### src/rtl/core/qacp_pkg.sv
// Shared types, constants, gain table and microcode for the attitude cascade controller.
package qacp_pkg;

	// field widths
	localparam int ANG_W   = 17;
	localparam int RATE_W  = 20;
	localparam int CEIL_W  = 20;
	localparam int BOUND_W = 15;
	localparam int MOT_W   = 17;
	localparam int AXIS_W  = 16;
	localparam int GAIN_W  = 19;
	localparam int NAXES   = 3;

	// default fraction width and raw reset values of the clamps
	localparam int FRAC_BITS_DEF     = 8;
	localparam int INTEG_RESET_RAW   = 4000;
	localparam int BOUND_RESET_RAW   = 80;

	// register indexes
	localparam logic [2:0] REG_PITCH_TGT = 3'd0;
	localparam logic [2:0] REG_ROLL_TGT  = 3'd1;
	localparam logic [2:0] REG_YAW_TGT   = 3'd2;
	localparam logic [2:0] REG_INT_CEIL  = 3'd3;
	localparam logic [2:0] REG_OUT_BOUND = 3'd4;

	// axis codes
	localparam logic [1:0] AXIS_PITCH = 2'd0;
	localparam logic [1:0] AXIS_ROLL  = 2'd1;
	localparam logic [1:0] AXIS_YAW   = 2'd2;

	// program length
	localparam int            NSTEPS   = 11;
	localparam int            STEP_W   = $clog2(NSTEPS);
	localparam logic [STEP_W-1:0] STEP_MIX = STEP_W'(NSTEPS - 1);

	typedef enum logic [3:0] {
		OP_NONE,
		OP_ERR,
		OP_RERR,
		OP_INTEG,
		OP_ACC_LD,
		OP_ACC_ADD,
		OP_ACC_SUB,
		OP_AXIS,
		OP_MIX
	} op_t;

	typedef enum logic [1:0] {
		A_AERR,
		A_RERR,
		A_INTEG,
		A_DIFF
	} a_sel_t;

	typedef enum logic [2:0] {
		K_OUTER,
		K_DT,
		K_P,
		K_I,
		K_D
	} k_sel_t;

	// one control word
	typedef struct packed {
		op_t    op;
		logic   mul_en;
		a_sel_t a_sel;
		k_sel_t k_sel;
		logic   loop;
	} ucode_t;

	// sequencer to datapath
	typedef struct packed {
		ucode_t     uc;
		logic [1:0] axis;
		logic       en;
	} ctrl_t;

	// operands of the current axis
	typedef struct packed {
		logic signed [ANG_W-1:0]  target;
		logic signed [ANG_W-1:0]  angle;
		logic signed [ANG_W-1:0]  offset;
		logic signed [RATE_W-1:0] rate;
	} axis_ops_t;

	// unsigned Q.16 gains, plain integer outer gains
	function automatic logic [GAIN_W-1:0] gain_lookup(logic [1:0] axis, k_sel_t k);
		logic yaw;
		logic [GAIN_W-1:0] g;
		yaw = (axis == AXIS_YAW);
		case (k)
			K_OUTER: g = yaw ? GAIN_W'(33) : GAIN_W'(43);
			K_DT:    g = GAIN_W'(131);
			K_P: begin
				case (axis)
					AXIS_PITCH: g = GAIN_W'(6318);
					AXIS_ROLL:  g = GAIN_W'(6324);
					default:    g = GAIN_W'(41943);
				endcase
			end
			K_I:     g = yaw ? GAIN_W'(105) : GAIN_W'(25775);
			K_D:     g = yaw ? GAIN_W'(10486) : GAIN_W'(308019);
			default: g = '0;
		endcase
		return g;
	endfunction

	// control program: ten steps per axis, then the mixer
	function automatic ucode_t ucode_fetch(logic [STEP_W-1:0] step);
		ucode_t u;
		u = '{op: OP_NONE, mul_en: 1'b0, a_sel: A_AERR, k_sel: K_OUTER, loop: 1'b0};
		case (step)
			4'd0: u.op = OP_ERR;
			4'd1: begin
				u.mul_en = 1'b1; u.a_sel = A_AERR; u.k_sel = K_OUTER;
			end
			4'd2: u.op = OP_RERR;
			4'd3: begin
				u.mul_en = 1'b1; u.a_sel = A_RERR; u.k_sel = K_DT;
			end
			4'd4: u.op = OP_INTEG;
			4'd5: begin
				u.mul_en = 1'b1; u.a_sel = A_RERR; u.k_sel = K_P;
			end
			4'd6: begin
				u.op = OP_ACC_LD; u.mul_en = 1'b1; u.a_sel = A_INTEG; u.k_sel = K_I;
			end
			4'd7: begin
				u.op = OP_ACC_ADD; u.mul_en = 1'b1; u.a_sel = A_DIFF; u.k_sel = K_D;
			end
			4'd8: u.op = OP_ACC_SUB;
			4'd9: begin
				u.op = OP_AXIS; u.loop = 1'b1;
			end
			4'd10: u.op = OP_MIX;
			default: u.op = OP_NONE;
		endcase
		return u;
	endfunction

endpackage

### src/rtl/core/quad_attitude_cascade_pid.sv
// Cascaded angle/rate attitude controller: stream ports, register file and step sequencer.
// The result is computed in ten steps per axis on the shared multiplier and accumulator,
// then one mixing step. A new item is not taken while one is in progress; the next
// item is taken once mixing has loaded the output register, which holds the result
// until the downstream transfer.
// Reset (arst_n low, asynchronous) clears integrals, previous rates, the sequencer
// and the output valid, and sets the registers to their defaults.
module quad_attitude_cascade_pid #(
	parameter int FRAC_BITS = qacp_pkg::FRAC_BITS_DEF
) (
	input  logic         clk,
	input  logic         arst_n,
	// config port
	input  logic         psel,
	input  logic         penable,
	input  logic         pwrite,
	input  logic [4:0]   paddr,
	input  logic [31:0]  pwdata,
	output logic [31:0]  prdata,
	output logic         pready,
	// input stream
	input  logic         s_tvalid,
	output logic         s_tready,
	// s_tdata, from bit 0: pitch_angle, roll_angle, yaw_angle (17 each),
	// pitch_rate, roll_rate, yaw_rate (20 each), pitch_offset, roll_offset,
	// yaw_offset (17 each), zero fill to 168 bits
	input  logic [167:0] s_tdata,
	// output stream
	output logic         m_tvalid,
	input  logic         m_tready,
	// m_tdata, from bit 0: motor_front_a, motor_front_b, motor_rear_a,
	// motor_rear_b (17 each), zero fill to 72 bits
	output logic [71:0]  m_tdata
);
	import qacp_pkg::*;

	localparam int  IN_W       = 3 * ANG_W * 2 + 3 * RATE_W;
	localparam int  OUT_W      = 4 * MOT_W;
	localparam longint CEIL_SH  = longint'(INTEG_RESET_RAW) << FRAC_BITS;
	localparam longint BOUND_SH = longint'(BOUND_RESET_RAW) << FRAC_BITS;
	localparam longint CEIL_TOP  = (longint'(1) << CEIL_W) - 1;
	localparam longint BOUND_TOP = (longint'(1) << BOUND_W) - 1;
	localparam logic [CEIL_W-1:0]  CEIL_RST  =
		CEIL_W'((CEIL_SH > CEIL_TOP) ? CEIL_TOP : CEIL_SH);
	localparam logic [BOUND_W-1:0] BOUND_RST =
		BOUND_W'((BOUND_SH > BOUND_TOP) ? BOUND_TOP : BOUND_SH);

	logic signed [ANG_W-1:0] pitch_target_q, roll_target_q, yaw_target_q;
	logic [CEIL_W-1:0]       integral_ceiling_q;
	logic [BOUND_W-1:0]      axis_output_bound_q;

	logic [IN_W-1:0]   smp_q;
	logic [OUT_W-1:0]  out_q;
	logic              out_valid_q;
	logic              busy_q;
	logic [STEP_W-1:0] step_q;
	logic [1:0]        axis_q;

	ucode_t    uc;
	ctrl_t     ctrl;
	axis_ops_t ops;
	logic      in_xfer;
	logic      mix_fire;
	logic      cfg_wr;
	logic [2:0] cfg_idx;

	logic signed [MOT_W-1:0] mot_fa, mot_fb, mot_ra, mot_rb;

	assign pready  = 1'b1;
	assign cfg_wr  = psel && penable && pwrite && pready;
	assign cfg_idx = paddr[4:2];

	// register writes
	always_ff @(posedge clk or negedge arst_n) begin
		if (!arst_n) begin
			pitch_target_q      <= '0;
			roll_target_q       <= '0;
			yaw_target_q        <= '0;
			integral_ceiling_q  <= CEIL_RST;
			axis_output_bound_q <= BOUND_RST;
		end else if (cfg_wr) begin
			case (cfg_idx)
				REG_PITCH_TGT: pitch_target_q      <= pwdata[ANG_W-1:0];
				REG_ROLL_TGT:  roll_target_q       <= pwdata[ANG_W-1:0];
				REG_YAW_TGT:   yaw_target_q        <= pwdata[ANG_W-1:0];
				REG_INT_CEIL:  integral_ceiling_q  <= pwdata[CEIL_W-1:0];
				REG_OUT_BOUND: axis_output_bound_q <= pwdata[BOUND_W-1:0];
				default: ;
			endcase
		end
	end

	// register reads
	always_comb begin
		case (cfg_idx)
			REG_PITCH_TGT: prdata = 32'(unsigned'(pitch_target_q));
			REG_ROLL_TGT:  prdata = 32'(unsigned'(roll_target_q));
			REG_YAW_TGT:   prdata = 32'(unsigned'(yaw_target_q));
			REG_INT_CEIL:  prdata = 32'(integral_ceiling_q);
			REG_OUT_BOUND: prdata = 32'(axis_output_bound_q);
			default:       prdata = '0;
		endcase
	end

	// handshakes
	assign s_tready = !busy_q;
	assign in_xfer  = s_tvalid && s_tready;
	assign uc       = ucode_fetch(step_q);
	assign mix_fire = busy_q && (uc.op == OP_MIX) && (!out_valid_q || m_tready);

	// sample capture
	always_ff @(posedge clk) begin
		if (in_xfer)
			smp_q <= s_tdata[IN_W-1:0];
	end

	// operands of the current axis
	always_comb begin
		case (axis_q)
			AXIS_PITCH: begin
				ops.target = pitch_target_q;
				ops.angle  = smp_q[16:0];
				ops.rate   = smp_q[70:51];
				ops.offset = smp_q[127:111];
			end
			AXIS_ROLL: begin
				ops.target = roll_target_q;
				ops.angle  = smp_q[33:17];
				ops.rate   = smp_q[90:71];
				ops.offset = smp_q[144:128];
			end
			default: begin
				ops.target = yaw_target_q;
				ops.angle  = smp_q[50:34];
				ops.rate   = smp_q[110:91];
				ops.offset = smp_q[161:145];
			end
		endcase
	end

	assign ctrl.uc   = uc;
	assign ctrl.axis = axis_q;
	assign ctrl.en   = busy_q;

	// step sequencer
	always_ff @(posedge clk or negedge arst_n) begin
		if (!arst_n) begin
			busy_q      <= 1'b0;
			step_q      <= '0;
			axis_q      <= AXIS_PITCH;
			out_valid_q <= 1'b0;
		end else begin
			if (in_xfer) begin
				busy_q <= 1'b1;
				step_q <= '0;
				axis_q <= AXIS_PITCH;
			end else if (busy_q) begin
				if (uc.op == OP_MIX) begin
					if (mix_fire) begin
						busy_q <= 1'b0;
						step_q <= '0;
						axis_q <= AXIS_PITCH;
					end
				end else if (uc.loop && axis_q != AXIS_YAW) begin
					step_q <= '0;
					axis_q <= axis_q + 2'd1;
				end else begin
					step_q <= step_q + STEP_W'(1);
				end
			end
			if (mix_fire)
				out_valid_q <= 1'b1;
			else if (m_tready)
				out_valid_q <= 1'b0;
		end
	end

	// result register
	always_ff @(posedge clk) begin
		if (mix_fire)
			out_q <= {mot_rb, mot_ra, mot_fb, mot_fa};
	end

	assign m_tvalid = out_valid_q;
	assign m_tdata  = {(72 - OUT_W)'(0), out_q};

	qacp_datapath u_dp (
		.clk               (clk),
		.arst_n            (arst_n),
		.ctrl              (ctrl),
		.ops               (ops),
		.integral_ceiling  (integral_ceiling_q),
		.axis_output_bound (axis_output_bound_q),
		.motor_front_a     (mot_fa),
		.motor_front_b     (mot_fb),
		.motor_rear_a      (mot_ra),
		.motor_rear_b      (mot_rb)
	);

	// an accepted item starts the program at the first axis
	a_start: assert property (@(posedge clk) disable iff (!arst_n)
		in_xfer |=> busy_q && step_q == '0 && axis_q == AXIS_PITCH)
		else $error("sequencer did not start on input transfer");

	// a result only appears from the mixing step
	a_mix: assert property (@(posedge clk) disable iff (!arst_n)
		$rose(m_tvalid) |-> $past(busy_q) && $past(step_q) == STEP_MIX)
		else $error("result raised outside the mixing step");

	// the step counter stays within the program
	a_step: assert property (@(posedge clk) disable iff (!arst_n)
		step_q <= STEP_MIX && axis_q != 2'd3)
		else $error("step or axis counter out of range");

	// a waiting result is not overwritten
	a_hold: assert property (@(posedge clk) disable iff (!arst_n)
		m_tvalid && !m_tready |=> m_tvalid && $stable(m_tdata))
		else $error("pending result lost");

endmodule

### src/rtl/core/qacp_datapath.sv
// Shared multiplier, accumulator, per-axis state and motor mixer driven by the control word.
module qacp_datapath (
	input  logic                                  clk,
	input  logic                                  arst_n,
	input  qacp_pkg::ctrl_t                       ctrl,
	input  qacp_pkg::axis_ops_t                   ops,
	input  logic        [qacp_pkg::CEIL_W-1:0]    integral_ceiling,
	input  logic        [qacp_pkg::BOUND_W-1:0]   axis_output_bound,
	output logic signed [qacp_pkg::MOT_W-1:0]     motor_front_a,
	output logic signed [qacp_pkg::MOT_W-1:0]     motor_front_b,
	output logic signed [qacp_pkg::MOT_W-1:0]     motor_rear_a,
	output logic signed [qacp_pkg::MOT_W-1:0]     motor_rear_b
);
	import qacp_pkg::*;

	localparam int AERR_W = ANG_W + 2;
	localparam int DIFF_W = RATE_W + 1;
	localparam int RERR_W = 26;
	localparam int PROD_W = RERR_W + GAIN_W + 1;
	localparam int SUM_W  = CEIL_W + 2;
	localparam int RND_W  = 32;
	localparam int MIX_W  = AXIS_W + 2;

	// state per axis
	logic        [CEIL_W-1:0] integ_q [NAXES];
	logic signed [RATE_W-1:0] prev_q  [NAXES];

	// working registers
	logic signed [AERR_W-1:0] aerr_q;
	logic signed [DIFF_W-1:0] diff_q;
	logic signed [RERR_W-1:0] rerr_q;
	logic signed [PROD_W-1:0] prod_q;
	logic signed [PROD_W-1:0] acc_q;
	logic signed [AXIS_W-1:0] ax_q [NAXES];

	logic signed [RERR_W-1:0] mul_a;
	logic signed [GAIN_W:0]   mul_b;
	logic signed [PROD_W-1:0] mul_p;
	logic signed [PROD_W-1:0] prod_rnd;
	logic signed [PROD_W-1:0] acc_rnd;
	logic signed [SUM_W-1:0]  integ_sum;
	logic        [CEIL_W-1:0] integ_new;
	logic signed [RND_W-1:0]  ax_val;
	logic signed [RND_W-1:0]  bound_s;
	logic signed [AXIS_W-1:0] ax_new;
	logic        [CEIL_W-1:0] integ_cur;
	logic signed [RATE_W-1:0] prev_cur;

	assign integ_cur = integ_q[ctrl.axis];
	assign prev_cur  = prev_q[ctrl.axis];

	// multiplier operand selection
	always_comb begin
		case (ctrl.uc.a_sel)
			A_AERR:  mul_a = RERR_W'(aerr_q);
			A_RERR:  mul_a = rerr_q;
			A_INTEG: mul_a = $signed(RERR_W'(integ_cur));
			A_DIFF:  mul_a = RERR_W'(diff_q);
			default: mul_a = '0;
		endcase
		mul_b = $signed({1'b0, gain_lookup(ctrl.axis, ctrl.uc.k_sel)});
	end

	// full-width product; operands are sign-extended, so the array is 26 by 20
	assign mul_p = PROD_W'(mul_a) * PROD_W'(mul_b);

	// rounding half up on the Q.16 scale
	assign prod_rnd = (prod_q + PROD_W'(32768)) >>> 16;
	assign acc_rnd  = (acc_q + PROD_W'(32768)) >>> 16;

	// integral update with clamp to 0..ceiling
	always_comb begin
		integ_sum = $signed({2'b00, integ_cur}) + prod_rnd[SUM_W-1:0];
		if (integ_sum[SUM_W-1])
			integ_new = '0;
		else if (integ_sum > $signed({2'b00, integral_ceiling}))
			integ_new = integral_ceiling;
		else
			integ_new = integ_sum[CEIL_W-1:0];
	end

	// axis output clamp to +-bound
	always_comb begin
		ax_val  = acc_rnd[RND_W-1:0];
		bound_s = $signed(RND_W'(axis_output_bound));
		if (ax_val < -bound_s)
			ax_new = AXIS_W'(-bound_s);
		else if (ax_val > bound_s)
			ax_new = AXIS_W'(bound_s);
		else
			ax_new = ax_val[AXIS_W-1:0];
	end

	// integral and previous rate, cleared by reset
	always_ff @(posedge clk or negedge arst_n) begin
		if (!arst_n) begin
			for (int i = 0; i < NAXES; i++) begin
				integ_q[i] <= '0;
				prev_q[i]  <= '0;
			end
		end else if (ctrl.en && ctrl.uc.op == OP_INTEG) begin
			integ_q[ctrl.axis] <= integ_new;
			prev_q[ctrl.axis]  <= ops.rate;
		end
	end

	// working registers
	always_ff @(posedge clk) begin
		if (ctrl.en) begin
			if (ctrl.uc.mul_en)
				prod_q <= mul_p;
			case (ctrl.uc.op)
				OP_ERR: begin
					aerr_q <= AERR_W'(ops.target) + AERR_W'(ops.offset) - AERR_W'(ops.angle);
					diff_q <= DIFF_W'(ops.rate) - DIFF_W'(prev_cur);
				end
				OP_RERR:    rerr_q <= prod_q[RERR_W-1:0] - RERR_W'(ops.rate);
				OP_ACC_LD:  acc_q <= prod_q;
				OP_ACC_ADD: acc_q <= acc_q + prod_q;
				OP_ACC_SUB: acc_q <= acc_q - prod_q;
				OP_AXIS:    ax_q[ctrl.axis] <= ax_new;
				default: ;
			endcase
		end
	end

	// saturate a mixed sum into the motor range
	function automatic logic signed [MOT_W-1:0] sat_motor(logic signed [MIX_W-1:0] v);
		logic signed [MIX_W-1:0] hi;
		logic signed [MIX_W-1:0] lo;
		hi = MIX_W'((1 << (MOT_W - 1)) - 1);
		lo = -hi - MIX_W'(1);
		if (v > hi)
			return hi[MOT_W-1:0];
		else if (v < lo)
			return lo[MOT_W-1:0];
		return v[MOT_W-1:0];
	endfunction

	// motor mixer
	logic signed [MIX_W-1:0] p_x, r_x, y_x;
	assign p_x = MIX_W'(ax_q[AXIS_PITCH]);
	assign r_x = MIX_W'(ax_q[AXIS_ROLL]);
	assign y_x = MIX_W'(ax_q[AXIS_YAW]);

	assign motor_front_a = sat_motor( p_x - r_x + y_x);
	assign motor_front_b = sat_motor( p_x + r_x - y_x);
	assign motor_rear_a  = sat_motor(-p_x + r_x + y_x);
	assign motor_rear_b  = sat_motor(-p_x - r_x - y_x);

endmodule
### config.mk
export PLATFORM = sky130hd
export DESIGN_NAME = quad_attitude_cascade_pid
export DESIGN_NICKNAME = d
export VERILOG_FILES = /design/src/rtl/core/qacp_pkg.sv /design/src/rtl/core/quad_attitude_cascade_pid.sv /design/src/rtl/core/qacp_datapath.sv
export SDC_FILE = /design/constraint.sdc
export NUM_CORES = 2
export LEC_CHECK = 0
export ABC_AREA = 1
export BUFFER_PORTS_ARGS = -buffer_cell sky130_fd_sc_hd__buf_4
export CAP_MARGIN = 20
export CORE_MARGIN = 4
export CORE_UTILIZATION = 59
export CTS_BUF_LIST = sky130_fd_sc_hd__clkbuf_2
export DETAILED_ROUTE_END_ITERATION = 8
export GPL_TIMING_DRIVEN = 0
export PLACE_DENSITY_LB_ADDON = 0.12
export SLEW_MARGIN = 20
export SYNTH_ARGS = -nofsm -noshare
export SYNTH_HDL_FRONTEND = slang
export SYNTH_HIERARCHICAL = 1
export SYNTH_SLANG_ARGS = --single-unit
### constraint.sdc
create_clock -name clk -period 8.8 [get_ports clk]
set_clock_uncertainty 0.15 [all_clocks]
set_input_delay 0.88 -clock clk [delete_from_list [all_inputs] [get_ports clk]]
set_output_delay 0.88 -clock clk [all_outputs]
set_load 0.05 [all_outputs]
==> results.txt <==
Register Area: 18500 sq um
outcome: finished, final reports clean
Slowest cell on crit path: sky130_fd_sc_hd__fa_1
crit path launch type: register
First DRT Iteration DRCs: 6806
floorplan die area: 109000 sq um
maximum fanout along the worst path: 12
Longest Clk Path Bufs: 3
GR Overflow Total: 0
leading cell type in the layout, fill and taps excluded: sky130_fd_sc_hd__nand2_1
number of top-level pins: 319
worst path required time: 9.89 ns
time the worst path needs with I/O delays and setup: 8.60 ns
most frequent cell on the critical path: sky130_fd_sc_hd__fa_1
worst slew slack as a fraction of its limit: 0.140
Crit path arrival time: 9.69 ns
maximum cell stage delay along the critical path: 0.57 ns
Critical Path Sink Type: register
antenna violations before repair: 7
gpl congestion: 1.05
wire length of the first global-routing pass: 325 mm
Post-DP HPWL: 158 mm
number of nets still failing antenna checks after routing: 0
die width: 330 microns
Yosys warning total: 6
TritonCTS clock tree: yes
Slew @ Worst Pin: 1.29 ns
Worst Hold Class: primary input to register
clock network latency to the later pin of the worst-skew pair: 1.60 ns
fin crit share: 0.977
share of cells above drive strength 1: 0.124
Port-buffer cells: 280
Die H: 330 microns
standard cell core area: 102000 sq um
cell at the root of the clock tree: sky130_fd_sc_hd__clkbuf_2
CTS HTree Levels: 4
final core occ: 0.706
CTS buffer count: 176
number of DRC violations after detailed routing: 0
Num Clock Sinks: 650
total length of routed wires: 217 mm
largest net degree at the start of global routing: 96
Final Net Count: 9492
Via-to-Cell Ratio: 5.79
wire length per cell after detailed routing: 21.9 microns
commonest cells after routing, fill and taps aside: sky130_fd_sc_hd__nand2_1 (1749), sky130_fd_sc_hd__inv_1 (1296), sky130_fd_sc_hd__nor2_1 (543), sky130_fd_sc_hd__fa_1 (500), sky130_fd_sc_hd__edfxtp_1 (436)
Setup TNS Final: 0 ns
Maximum Capacitance Violations: 0
FP Rows: 117
number of vias after detailed routing: 57.1k
highest clock frequency the design can meet: 116 MHz
max-slew violation count: 0
average cell area after synthesis: 8.22 sq um
clock-pin slew reported for the worst setup and hold paths after clock tree synthesis: 0.11 ns
number of search-and-repair iterations in the first detailed-routing pass: 8
class of the most critical setup path: register to register
overall global routing resource usage: 0.394
number of global-route vias before repair: 56.2k
initial core utilization: 0.597
fillers: 8079
footprint of the multi-input gates: 37200 sq um
Post-Synthesis Cells: 7423
area growth from synthesis to layout: 18.3%
Netlist Area Pre-Place: 61000 sq um
final hold violations: 0
Setup-failing EPs final: 0
[flip-flops by register name, summed over array words and instances (netlist names), 2 cells and up]
name / count
u_dp/rerr_q: 26
u_dp/prev_q: 60
smp_q: 162
u_dp/prod_q: 46
integral_ceiling_q: 20
u_dp/integ_q: 60
step_q: 4
u_dp/acc_q: 46
u_dp/ax_q: 48
axis_output_bound_q: 15
yaw_target_q: 17
pitch_target_q: 17
axis_q: 2
u_dp/aerr_q: 19
roll_target_q: 17
out_q: 68
u_dp/diff_q: 21
[worst paths after layout]
kind / startpoint / to / slack [ns] / depth (start not counted)
setup / recovery: step_q[0] / u_dp/prod_q[44] / 0.20 / 34
hold / removal: pwdata[16] / roll_target_q[16] / 0.11 / 4
setup reg to reg: step_q[0] / u_dp/prod_q[44] / 0.20 / 34
hold reg to reg: u_dp/integ_q[18] / u_dp/integ_q[18] / 0.34 / 2
max in group asynchronous: arst_n / yaw_target_q[6] / 7.01 / 6
min in group asynchronous: arst_n / u_dp/prev_q[23] / 0.21 / 4
[cell type report]
cell class,count,share of cell area
clock buffer,247,0.0171
timing repair buffer,721,0.0922
multi-input combinational,5262,0.515
antenna,15,0.000520
inverter,1346,0.0709
tap,1368,0.0237
clock inverter,78,0.00804
sequential,650,0.256
buffer,191,0.0163
[metrics by stage]
stage               cells  setup slack (ns)  hold WS, ns  cell area (sq um)
finish               9878             0.205        0.115              72200
global route         9877           -0.0602      -0.0362              72200
CTS                  9838           0.00722     0.000922              71400
detailed placement   9115             -1.60        0.316              65400
global placement     9098             -1.57        0.312              64900
floorplan            7450             0.552        0.300              61100
[timing repair]
item	in CTS	in global routing
hold endpoints to repair	548	0
hold buffers	379	0
buffers inserted	20	25
endpoints found under the setup margin	35	30
gates resized for setup	110	167
pin swaps	7	12
[worst max-delay path, delay by kind of cell, from the launching register on]
| kind | cells | cell delay (ns) |
|---|---|---|
| adder cells (fa/ha/maj) | 9 | 4.33 |
| buffers and inverters | 9 | 1.34 |
| AO/OA/AOI/OAI | 4 | 0.70 |
| AND/OR/NAND/NOR | 11 | 1.22 |
| XOR/XNOR | 1 | 0.15 |
| flip-flops | 1 | 0.44 |
[layer usage]
metal	routed length, microns	vias to the layer above	GRT usage	part of all wire
met5	0	-	0	0
met4	12800	0	0.199	0.059
met3	24100	733	0.105	0.11
met2	96700	3554	0.610	0.45
met1	83000	27100	0.513	0.38
li1	-	25700	-	-
Power is left out: the tool's default activity adds up to more than one toggle a clock period on the data nets, which glitch-free logic cannot reach.
